<file path="config.mk">
export PLATFORM = sky130hd
export DESIGN_NAME = ihs_ctrl
export DESIGN_NICKNAME = d
export VERILOG_FILES = /design/src/rtl/core/ihs_pkg.sv /design/src/rtl/core/ihs_ctrl.sv
export SDC_FILE = /design/constraint.sdc
export NUM_CORES = 1
export LEC_CHECK = 0
export BUFFER_PORTS_ARGS = -buffer_cell sky130_fd_sc_hd__buf_2
export CORE_AREA = 2 2 44 46
export DETAILED_ROUTE_END_ITERATION = 12
export DIE_AREA = 0 0 46 48
export GPL_TIMING_DRIVEN = 0
export PLACE_DENSITY_LB_ADDON = 0.15
export SLEW_MARGIN = 10
export SYNTH_ARGS = -nofsm -noshare
export SYNTH_HDL_FRONTEND = slang
export SYNTH_SLANG_ARGS = --single-unit
</file>
<file path="constraint.sdc">
create_clock -name clk_i -period 4.6 [get_ports clk_i]
set_clock_uncertainty 0.15 [all_clocks]
set_input_delay 0.46 -clock clk_i [delete_from_list [all_inputs] [get_ports clk_i]]
set_output_delay 0.46 -clock clk_i [all_outputs]
set_load 0.01 [all_outputs]
</file>
<file path="src/rtl/core/ihs_pkg.sv">
// Shared types, constants and arithmetic helpers for the implicit heat step unit.
`default_nettype none
package ihs_pkg;

  localparam int MAX_CELLS  = 64;
  localparam int ADDR_W     = $clog2(MAX_CELLS);
  localparam int CNT_W      = $clog2(MAX_CELLS + 1);
  localparam int DIV_W      = 48;
  localparam int DIV_CNT_W  = $clog2(DIV_W);
  localparam int APB_AW     = 5;
  localparam int REG_W      = 3;
  localparam int CELLCNT_W  = 7;
  localparam int IN_W       = 8;
  localparam int OUT_W      = 104;

  typedef enum logic [1:0] {
    OP_CLEAR = 2'd0,
    OP_STEP  = 2'd1,
    OP_READ  = 2'd2
  } op_e;

  typedef enum logic [REG_W-1:0] {
    REG_COUPLING   = 3'd0,
    REG_DIAG_LEFT  = 3'd1,
    REG_DIAG_RIGHT = 3'd2,
    REG_RHS_LEFT   = 3'd3,
    REG_RHS_RIGHT  = 3'd4,
    REG_SRC_BASE   = 3'd5,
    REG_SRC_SLOPE  = 3'd6,
    REG_CELL_COUNT = 3'd7
  } reg_e;

  typedef enum logic [4:0] {
    ST_IDLE,
    ST_CLEAR,
    ST_RD_REQ,
    ST_RD_DAT,
    ST_FWD_RD,
    ST_FWD_DIV,
    ST_FWD_MUL1,
    ST_FWD_MUL2,
    ST_FWD_WR,
    ST_LAST,
    ST_BK_DIV,
    ST_BK_SQ,
    ST_BK_ACC,
    ST_BK_RD,
    ST_BK_MUL,
    ST_BK_NUM,
    ST_DONE
  } state_e;

  typedef enum logic [1:0] {
    MUL_M_CPL,
    MUL_M_RPREV,
    MUL_CPL_NEWT,
    MUL_SQUARE
  } mul_sel_e;

  typedef enum logic [1:0] {
    DIV_CPL_PPREV,
    DIV_RPREV_PPREV,
    DIV_NUM_PIV
  } div_sel_e;

  typedef struct packed {
    logic     accept;
    logic     clr_temp;
    logic     t_rd;
    logic     t_wr;
    logic     st_rd;
    logic     fwd_wr;
    logic     i_inc;
    logic     i_dec;
    logic     mul_en;
    mul_sel_e mul_sel;
    logic     prod_a_en;
    logic     div_start;
    div_sel_e div_sel;
    logic     acc_en;
    logic     res_read;
    logic     set_fail;
    logic     out_load;
  } cmd_t;

  typedef struct packed {
    logic [1:0] in_op;
    logic       i_zero;
    logic       i_last;
    logic       p_prev_zero;
    logic       div_done;
    logic       out_free;
    logic       fail;
  } sts_t;

  function automatic logic signed [63:0] sx64(input logic [31:0] v);
    sx64 = {{32{v[31]}}, v};
  endfunction

  function automatic logic [31:0] sat32(input logic signed [63:0] v);
    if (v > 64'sh0000_0000_7FFF_FFFF) begin
      sat32 = 32'h7FFF_FFFF;
    end else if (v < -64'sh0000_0000_8000_0000) begin
      sat32 = 32'h8000_0000;
    end else begin
      sat32 = v[31:0];
    end
  endfunction

  // product / 2^16, truncated toward zero
  function automatic logic signed [49:0] qshift(input logic signed [65:0] p);
    logic signed [65:0] t;
    t = p + (p[65] ? 66'sd65535 : 66'sd0);
    qshift = t[65:16];
  endfunction

endpackage
`default_nettype wire

</file>
<file path="src/rtl/core/ihs_ctrl.sv">
// Sequencer for clear, read and the forward/back sweeps of one time step.
`default_nettype none
module ihs_ctrl (
  input  wire logic          clk_i,
  input  wire logic          rst_ni,
  input  wire logic          in_valid_i,
  output logic               in_ready_o,
  input  wire ihs_pkg::sts_t sts_i,
  output ihs_pkg::cmd_t      cmd_o
);

  ihs_pkg::state_e state_q, state_d;
  logic            finish;

  // finish: result may go to the output register
  assign finish = sts_i.out_free;

  always_comb begin
    state_d = state_q;
    case (state_q)
      ihs_pkg::ST_IDLE: begin
        if (in_valid_i) begin
          case (sts_i.in_op)
            ihs_pkg::OP_CLEAR: state_d = ihs_pkg::ST_CLEAR;
            ihs_pkg::OP_STEP:  state_d = ihs_pkg::ST_FWD_RD;
            ihs_pkg::OP_READ:  state_d = ihs_pkg::ST_RD_REQ;
            default:           state_d = ihs_pkg::ST_DONE;
          endcase
        end
      end
      ihs_pkg::ST_CLEAR:  state_d = ihs_pkg::ST_DONE;
      ihs_pkg::ST_RD_REQ: state_d = ihs_pkg::ST_RD_DAT;
      ihs_pkg::ST_RD_DAT: state_d = ihs_pkg::ST_DONE;
      ihs_pkg::ST_FWD_RD: begin
        if (sts_i.i_zero) begin
          state_d = ihs_pkg::ST_FWD_WR;
        end else if (sts_i.p_prev_zero) begin
          state_d = ihs_pkg::ST_DONE;
        end else begin
          state_d = ihs_pkg::ST_FWD_DIV;
        end
      end
      ihs_pkg::ST_FWD_DIV:  if (sts_i.div_done) state_d = ihs_pkg::ST_FWD_MUL1;
      ihs_pkg::ST_FWD_MUL1: state_d = ihs_pkg::ST_FWD_MUL2;
      ihs_pkg::ST_FWD_MUL2: state_d = ihs_pkg::ST_FWD_WR;
      ihs_pkg::ST_FWD_WR: begin
        state_d = sts_i.i_last ? ihs_pkg::ST_LAST : ihs_pkg::ST_FWD_RD;
      end
      ihs_pkg::ST_LAST: begin
        state_d = sts_i.p_prev_zero ? ihs_pkg::ST_DONE : ihs_pkg::ST_BK_DIV;
      end
      ihs_pkg::ST_BK_DIV: if (sts_i.div_done) state_d = ihs_pkg::ST_BK_SQ;
      ihs_pkg::ST_BK_SQ:  state_d = ihs_pkg::ST_BK_ACC;
      ihs_pkg::ST_BK_ACC: begin
        state_d = sts_i.i_zero ? ihs_pkg::ST_DONE : ihs_pkg::ST_BK_RD;
      end
      ihs_pkg::ST_BK_RD:  state_d = ihs_pkg::ST_BK_MUL;
      ihs_pkg::ST_BK_MUL: state_d = ihs_pkg::ST_BK_NUM;
      ihs_pkg::ST_BK_NUM: state_d = ihs_pkg::ST_BK_DIV;
      // common wrap-up: wait for the output slot
      ihs_pkg::ST_DONE:   if (finish) state_d = ihs_pkg::ST_IDLE;
      default:            state_d = ihs_pkg::ST_IDLE;
    endcase
  end

  always_comb begin
    cmd_o         = '0;
    cmd_o.mul_sel = ihs_pkg::MUL_M_CPL;
    cmd_o.div_sel = ihs_pkg::DIV_CPL_PPREV;
    in_ready_o    = 1'b0;
    case (state_q)
      ihs_pkg::ST_IDLE: begin
        in_ready_o   = 1'b1;
        cmd_o.accept = in_valid_i;
      end
      ihs_pkg::ST_CLEAR:  cmd_o.clr_temp = 1'b1;
      ihs_pkg::ST_RD_REQ: cmd_o.t_rd = 1'b1;
      ihs_pkg::ST_RD_DAT: cmd_o.res_read = 1'b1;
      ihs_pkg::ST_FWD_RD: begin
        cmd_o.t_rd = 1'b1;
        if (!sts_i.i_zero) begin
          if (sts_i.p_prev_zero) begin
            cmd_o.set_fail = 1'b1;
          end else begin
            cmd_o.div_start = 1'b1;
            cmd_o.div_sel   = ihs_pkg::DIV_CPL_PPREV;
          end
        end
      end
      ihs_pkg::ST_FWD_MUL1: begin
        cmd_o.mul_en  = 1'b1;
        cmd_o.mul_sel = ihs_pkg::MUL_M_CPL;
      end
      ihs_pkg::ST_FWD_MUL2: begin
        cmd_o.mul_en    = 1'b1;
        cmd_o.mul_sel   = ihs_pkg::MUL_M_RPREV;
        cmd_o.prod_a_en = 1'b1;
      end
      ihs_pkg::ST_FWD_WR: begin
        cmd_o.fwd_wr = 1'b1;
        cmd_o.i_inc  = !sts_i.i_last;
      end
      ihs_pkg::ST_LAST: begin
        if (sts_i.p_prev_zero) begin
          cmd_o.set_fail = 1'b1;
        end else begin
          cmd_o.t_rd      = 1'b1;
          cmd_o.div_start = 1'b1;
          cmd_o.div_sel   = ihs_pkg::DIV_RPREV_PPREV;
        end
      end
      ihs_pkg::ST_BK_SQ: begin
        cmd_o.t_wr    = 1'b1;
        cmd_o.mul_en  = 1'b1;
        cmd_o.mul_sel = ihs_pkg::MUL_SQUARE;
      end
      ihs_pkg::ST_BK_ACC: begin
        cmd_o.acc_en = !sts_i.fail;
        cmd_o.i_dec  = !sts_i.i_zero;
      end
      ihs_pkg::ST_BK_RD: begin
        cmd_o.t_rd  = 1'b1;
        cmd_o.st_rd = 1'b1;
      end
      ihs_pkg::ST_BK_MUL: begin
        cmd_o.mul_en  = 1'b1;
        cmd_o.mul_sel = ihs_pkg::MUL_CPL_NEWT;
      end
      ihs_pkg::ST_BK_NUM: begin
        cmd_o.div_start = 1'b1;
        cmd_o.div_sel   = ihs_pkg::DIV_NUM_PIV;
      end
      ihs_pkg::ST_DONE: begin
        cmd_o.out_load = finish;
      end
      default: ;
    endcase
  end

  always_ff @(posedge clk_i or negedge rst_ni) begin
    if (!rst_ni) begin
      state_q <= ihs_pkg::ST_IDLE;
    end else begin
      state_q <= state_d;
    end
  end

endmodule
`default_nettype wire

</file>
; ---- Yosys cells after proc, flatten, opt, wreduce, memory -nomap -nowiden
; Index checks and enable logic that the tools add are counted.
[totals]
regBits = 5
elab_cells = 63
out_inout_bits = 20
input_bits = 11
[op_classes]
mux = 32
eq_ne = 22
reduce_logical = 8
[op_table]
columns = operator, n
row1 = $pmux 5 s16, 1
row2 = $eq 5x4->1 const B, 8
row3 = $mux 5, 8
row4 = $eq 5x3->1 const B, 4
row5 = $pmux 5 s3, 1
row6 = $mux 1, 13
row7 = $pmux 3 s4, 1
row8 = $eq 5x2->1 const B, 2
row9 = $mux 3, 3
row10 = $pmux 3 s3, 1
row11 = $ne 2x2->1 const B, 4
row12 = $eq 5x1->1 const B, 1
row13 = $eq 5x5->1 const B, 1
row14 = $logic_not 5->1, 1
row15 = $mux 4, 1
row16 = $pmux 1 s2, 2
row17 = $reduce_and 4->1, 1
row18 = $logic_not 1->1, 3
row19 = $reduce_or 3->1, 1
row20 = $eq 2x1->1 const B, 1
row21 = $eq 2x2->1 const B, 1
row22 = $logic_not 2->1, 1
row23 = $mux 2, 1
row24 = $reduce_or 2->1, 1

; ---- Logic depth before layout (Yosys ltp)
; Gate-level depths: netlist of the first run.
[logic_depth]
ltp_word = 4
depth_mapped = 6
mapped_depth_nobuf = 4

; ---- Worst setup path after synthesis of the first run
; OpenSTA, ideal clock, no wires.
[synth_timing]
path_kind = reg2out
start = reg state_q[2]
end = out cmd_o[6] (netlist bit)
n_path_buf = 1
path_slack_ps = 2644
t_required_ps = 3990
arrival_time_ps = 1346
stages_incl_launch_ff = 5
path_cell_list = dfrtp_1 > buf_6 > or3b_4 > nor3_4 > o21bai_1
[synth_rtl]
columns = item, line
row1 = from (decl), ihs_ctrl.sv:12  ; ihs_pkg::state_e state_q, state_d;
row2 = from (signal assigned), ihs_ctrl.sv:142  ; state_q <= ihs_pkg::ST_IDLE;
row3 = from (signal assigned), ihs_ctrl.sv:144  ; state_q <= state_d;
row4 = to (decl), ihs_ctrl.sv:9  ; output ihs_pkg::cmd_t cmd_o

==> run metrics, run 1 <==
static leakage=0.000538 uW; highest metal used=met4; first-pass GRT wire length=3.56 mm; post-route clock period utilization=52.7%; synth-to-layout area growth=25.6%; PortBufs=30; CP Buf/Inv Count=2; Finish-stage setup viols=0; clock-pin slew on the worst setup and hold paths=0.04 ns; Clock Sinks=5; count of flip-flops with a built-in enable after synthesis=0; Worst Path Arrival=1.82 ns; CTS Buf Count=3; top flop regs=state_q x5; vias post-DR=953; Ant. Diodes=0; vias in the first global route=846; ys async rst share=100%; Worst Setup SP=state_q[1]; GRT Overall Usage=22.3%; share of layout cells above drive strength 1=36.4%; Max VDD drop=0.332 mV; Placeable Area=1690 um2; post-detailed-route wirelength per cell=13.5 um; CP max stage delay=0.44 ns; met3 WL=185 um; Synth top area share=15.4%; CP Depth=6; max reg flops=5; Cells after Synth=108; RSZ-0062 raised after global routing=no; die height=48 um; R2R cell count=5; Largest Register=state_q; Pwr Density=529 nW/um2; TritonRoute pass-1 iters=4; worst r2r src=state_q[0]; crit-path cells=buf_2 -> nor2_1 -> nor4b_1 -> a31oi_1 -> o21bai_1 -> buf_2; initial core utilization=48.0%; Gates resized, CTS repair=0; Peak Freq=412 MHz; max-cap violations=0; initial antenna violation count=0; Slew @ Worst Pin=0.493 ns; CP delay by family, top=simple AND/OR/NAND/NOR gates; clock power share=9.3%; site row count=15; final net count=155; DR iter-0 viols=17; synth unique cells=46; CTS tree=built; Post-Route Utilization=60.3%; Psw=272 uW; TNS Setup=0 ns; Mapped Area=811 um2; fin. max-slew vios=0; Final min period=2.43 ns; routed wire length=2.16 mm; startpoint types=register; combinational share of power=75.8%; critical-path maximum fanout=10; grt ovf=0; cell count after placement=155; Final Power=539 uW; yosys warns=0; CP most frequent cell=buf_2; total die area=2210 um2; DR DRC count=0; routability cong.=0.843; status=finished, final reports clean; Max-Slew Margin vs Limit=66.8%; Worst R2R Setup Slack=2.92 ns; Critical R2R Capture=state_q[1]; synthesized flop and latch total=5; DP HPWL=1.66 mm; sequential share of the synthesized area=15.4%; Syn Area/Cell=7.51 um2; largest net degree at the start of global routing=11; post-synth net total=119; clk buf depth=2; Setup crit end=cmd_o[6]; Pint=267 uW; Flop pwr share=14.9%; WP data required=3.99 ns; worst hold path class=in -> reg; top cells by area, synth=dfrtp_1 15%, nor2_1 6.9%, nand2b_1 5.4%; WL met2=981 um; Clk Tree Root Cell=clkbuf_4; critical path's slowest cell=dfrtp_1; Top FF cell, synth=dfrtp_1; CP Class=reg -> out; Met1 Wirelength=959 um; Setup crit end kind=output pin; Synth area leader=dfrtp_1; I/O pin cnt=31; vias per inst=5.96; final hold vios=0; post-route insts no fill=160; worst skew pair latency=0.24 ns; switching power share of the total=50.4%; htree depth=1; Die W=46 um; post-route ant nets=0
[metrics by stage]
stage / instance area, um2 / hold slack [ns] / worst slack (ns)
2_1_floorplan: 811 / 0.0144 / 2.64
3_3_place_gp: 982 / 0.123 / 2.49
3_5_place_dp: 982 / 0.127 / 2.50
4_1_cts: 1020 / 0.269 / 2.22
5_1_grt: 1020 / 0.275 / 2.03
6_report: 1020 / 0.275 / 2.17
[synth_stat cells (2+ instances only)]
cell	n
nand3_1	2
nor2b_1	2
a2bb2oi_1	2
a211oi_1	2
nor3_1	5
buf_2	3
dfrtp_1	5
nand2b_1	7
and3_1	3
o21ai_0	2
nand2_1	6
and3b_1	2
a21oi_1	5
buf_6	3
a31oi_1	5
inv_1	5
nor3b_1	2
nor4b_1	2
or3_1	2
nor2_1	15
buf_4	3
[power groups by stage]
stage	Clock (uW)	Sequential, uW	Combinational [uW]
after floorplan	0	75.5	310
after global placement	0	79.3	404
after detailed placement	0	80.3	403
after CTS	52.4	79.7	405
after global routing	56.6	82.7	449
final	50.2	80.2	409
[logic make-up (layout without fill, tap and decap cells)]
family	Yosys count	in the layout	synth area share, %
buf+inv	15	50	11.6
xor+xnor	1	1	1.08
simple gates	58	58	44.9
compound gates	28	28	25.8
flops	5	5	15.4
mux	1	1	1.23
[worst register-to-register path, stage by stage (launching register included)]
cell,delay (ns)
dfrtp_1,0.41
buf_4,0.19
nor2b_1,0.34
a2bb2oi_1,0.14
o21ai_1,0.21
o31ai_1,0.11
[worst min path at each step]
stage | startpoint | to | cells past startpoint | slack, ns
after detailed placement | rst_ni | state_q[4] | 1 | 0.13
after global placement | rst_ni | state_q[4] | 1 | 0.12
after global routing | sts_i[1] | state_q[4] | 2 | 0.27
after CTS | sts_i[1] | state_q[4] | 2 | 0.27
final | sts_i[1] | state_q[4] | 2 | 0.27
after floorplan | rst_ni | state_q[0] | 0 | 0.01
[per-layer routing]
metal / track usage [%] / vias up
met4: 5.14 / 0
met5: 0 / -
met1: 29.4 / 432
li1: - / 463
met2: 37.2 / 54
met3: 4.53 / 4
[cell type report]
| type | instances | area, um2 |
|---|---|---|
| Multi-Input combinational cell | 88 | 592 |
| Inverter | 5 | 18.8 |
| Buffer | 10 | 75.1 |
| Clock buffer | 4 | 26.3 |
| Timing Repair Buffer | 31 | 160 |
| Sequential cell | 5 | 125 |
| Tap cell | 17 | 21.3 |
| Fill cell | 154 | 671 |
[cell usage in the layout (no fill, tap or decap), drive strengths merged, types with 2 or more instances in the layout]
cell type	count
buf	39
nor4	2
and3b	2
nor2	15
nor4b	2
a31oi	6
dfrtp	5
clkbuf	5
or3	2
inv	5
and3	3
nand2b	7
nand3	2
nand2	6
a21oi	5
nand3b	2
a211oi	3
nor3b	2
o21ai	3
a2bb2oi	2
nor3	6
nor2b	2
[what timing repair did]
item	4_1_cts	5_1_grt
hold buffers	1	0
hold endpoints to repair	5	0
setup buffers	0	0
Note: power is estimated with default switching activity, not from simulation.
==> run 2, diff against run 1 <==
--- a/config.mk
+++ b/config.mk
@@ -6,9 +6,9 @@
 export NUM_CORES = 1
 export LEC_CHECK = 0
 export BUFFER_PORTS_ARGS = -buffer_cell sky130_fd_sc_hd__buf_2
-export CORE_AREA = 2 2 44 46
+export CORE_AREA = 2 2 47 49
 export DETAILED_ROUTE_END_ITERATION = 12
-export DIE_AREA = 0 0 46 48
+export DIE_AREA = 0 0 49 51
 export GPL_TIMING_DRIVEN = 0
 export PLACE_DENSITY_LB_ADDON = 0.15
 export SLEW_MARGIN = 10
==> constraint.sdc (replaced) <==
create_clock -name clk_i -period 2.2 [get_ports clk_i]
set_clock_uncertainty 0.15 [all_clocks]
set_input_delay 0.22 -clock clk_i [delete_from_list [all_inputs] [get_ports clk_i]]
set_output_delay 0.22 -clock clk_i [all_outputs]
set_load 0.01 [all_outputs]
==> run 2 against run 1 <==
- non-clock buffer count unchanged
- cell area increased by 2.2%
- setup slack got worse by 2.0 ns
- hold slack got worse by 0.23 ns
- sequential power increased by 110%
- cell count increased by 6.9%
- register-to-register slack got worse by 2.4 ns
- combinational power increased by 110%
==> run metrics, run 2 (synthesis gave the netlist of run 1 again) <==
CP Class=reg -> out; worst skew pair latency=0.24 ns (about the same); max reg flops=5 (unchanged); first-pass GRT wire length=3.79 mm (+6.4%); top flop regs=state_q x5; initial core utilization=39.3% (-8.7 points); routed wire length=2.27 mm (+5.4%); worst hold path class=in -> reg; critical-path maximum fanout=10 (unchanged); post-detailed-route wirelength per cell=13.3 um (-1.4%); clk buf depth=2 (unchanged); Critical R2R Capture=state_q[4]; crit-path cells=buf_6 -> or3b_4 -> nor3_4 -> o21bai_1 -> buf_2; GRT Overall Usage=19.6% (-2.6 points); TritonRoute pass-1 iters=4 (unchanged); startpoint types=register; Post-Route Utilization=50.5% (-9.8 points); static leakage=0.000540 uW (+0.42%); vias post-DR=946 (-0.73%); Hold Path End=state_q[4]; Final min period=2.05 ns; synth-to-layout area growth=28.4%; Peak Freq=487 MHz; Ant. Diodes=0 (unchanged); largest net degree at the start of global routing=11 (unchanged); Max VDD drop=0.682 mV (+110%); initial antenna violation count=0 (unchanged); die height=51 um (+6.3%); Worst Path Arrival=1.68 ns (-0.14 ns); CTS Buf Count=3 (unchanged); site row count=17 (+2); WP data required=1.83 ns (-2.16 ns); Setup crit end kind=output pin; CP Buf/Inv Count=2 (unchanged); Slew @ Worst Pin=0.484 ns (-0.00923 ns); Clock Sinks=5 (unchanged); DR DRC count=0 (unchanged); vias in the first global route=817 (-3.4%); Max-Slew Margin vs Limit=67.5% (+0.62 points); Post-CTS Setup Inserts=0 (unchanged); Largest Register=state_q; DR iter-0 viols=28 (+11); Finish-stage setup viols=0 (unchanged); fin. max-slew vios=0 (unchanged); Final Power=1140 uW (+110%); PortBufs=30 (unchanged); RSZ-0062 raised after global routing=no; CP delay by family, top=simple AND/OR/NAND/NOR gates; critical path's slowest cell=or3b_4; Hold Path Origin=sts_i[1]; Die W=49 um (+6.5%); CTS tree=built; share of layout cells above drive strength 1=37.8% (+1.4 points); commonest non-fill, non-tap cell in the layout=buf_2; DP HPWL=1.73 mm (+4.6%); Clk Tree Root Cell=clkbuf_4; worst r2r src=state_q[0]; final net count=155 (unchanged); TNS Setup=0 ns (unchanged); post-route clock period utilization=93.4%; status=finished, final reports clean; Fill cells=218 (+42%); I/O pin cnt=31 (unchanged); R2R cell count=5 (unchanged); post-route ant nets=0 (unchanged); Pwr Density=1090 nW/um2 (+110%); Hold Path Cell Cnt=2 (unchanged); Worst R2R Setup Slack=0.51 ns (-2.41 ns); max-cap violations=0 (unchanged); clock-pin slew on the worst setup and hold paths=0.04 ns (about the same); grt ovf=0 (unchanged); final hold vios=0 (unchanged); Placeable Area=2060 um2 (+22%); commonest non-fill, non-tap cells in the layout=33 x buf_2, 14 x nor2_1, 7 x nand2b_1; routability cong.=0.820 (-2.7%); vias per inst=5.53 (-7.1%); total die area=2500 um2 (+13%); CP max stage delay=0.44 ns (about the same); htree depth=1 (unchanged)
==> run 2: cell type report <==
class,count,area (um2),share of cell area (%)
multi-input combinational,88,601,57.7
timing repair buffer,31,160,15.4
sequential,5,125,12.0
buffer,10,75.1,7.21
tap,28,35.0,3.37
clock buffer,4,26.3,2.52
inverter,5,18.8,1.80
==> run 2: power by group <==
| group | internal (uW) | switching [uW] |
|---|---|---|
| Sequential | 127 | 40.0 |
| Clock | 68.4 | 35.3 |
| Combinational | 368 | 497 |
==> run 2: how the worst max path moves through the flow <==
stage,start,end,slack (ns),depth (start not counted)
after floorplan,state_q[2],cmd_o[6],0.48,4
after global placement,state_q[1],cmd_o[6],0.34,6
after detailed placement,state_q[1],cmd_o[6],0.35,6
after CTS,state_q[1],cmd_o[6],0.08,6
after global routing,state_q[3],cmd_o[16],0.03,7
final,state_q[2],cmd_o[6],0.15,5
==> run 2: per-stage QoR <==
| step | worst slack [ns] | hold WS, ns | instances | instance area, um2 |
|---|---|---|---|---|
| finish | 0.146 | 0.0415 | 171 | 1040 |
| global route | 0.0254 | 0.0396 | 171 | 1040 |
| CTS | 0.0756 | 0.0341 | 171 | 1030 |
| detailed placement | 0.346 | -0.112 | 166 | 996 |
| global placement | 0.337 | -0.117 | 166 | 996 |
| floorplan | 0.484 | -0.226 | 108 | 811 |
==> run 2: what timing repair did <==
| item | CTS | global route |
|---|---|---|
| endpoints found under the hold margin | 5 | 0 |
| hold buffers | 1 | 0 |
| resized for setup | 0 | 2 |
| endpoints found under the setup margin | 0 | 1 |
==> run 2: routing by layer <==
| metal | GRT usage (%) | wire length (um) | vias up |
|---|---|---|---|
| met5 | 0 | 0 | - |
| met4 | 2.86 | 6 | 0 |
| met3 | 4.68 | 176 | 4 |
| met2 | 33.6 | 1070 | 56 |
| met1 | 25.6 | 1020 | 421 |
| li1 | - | - | 465 |
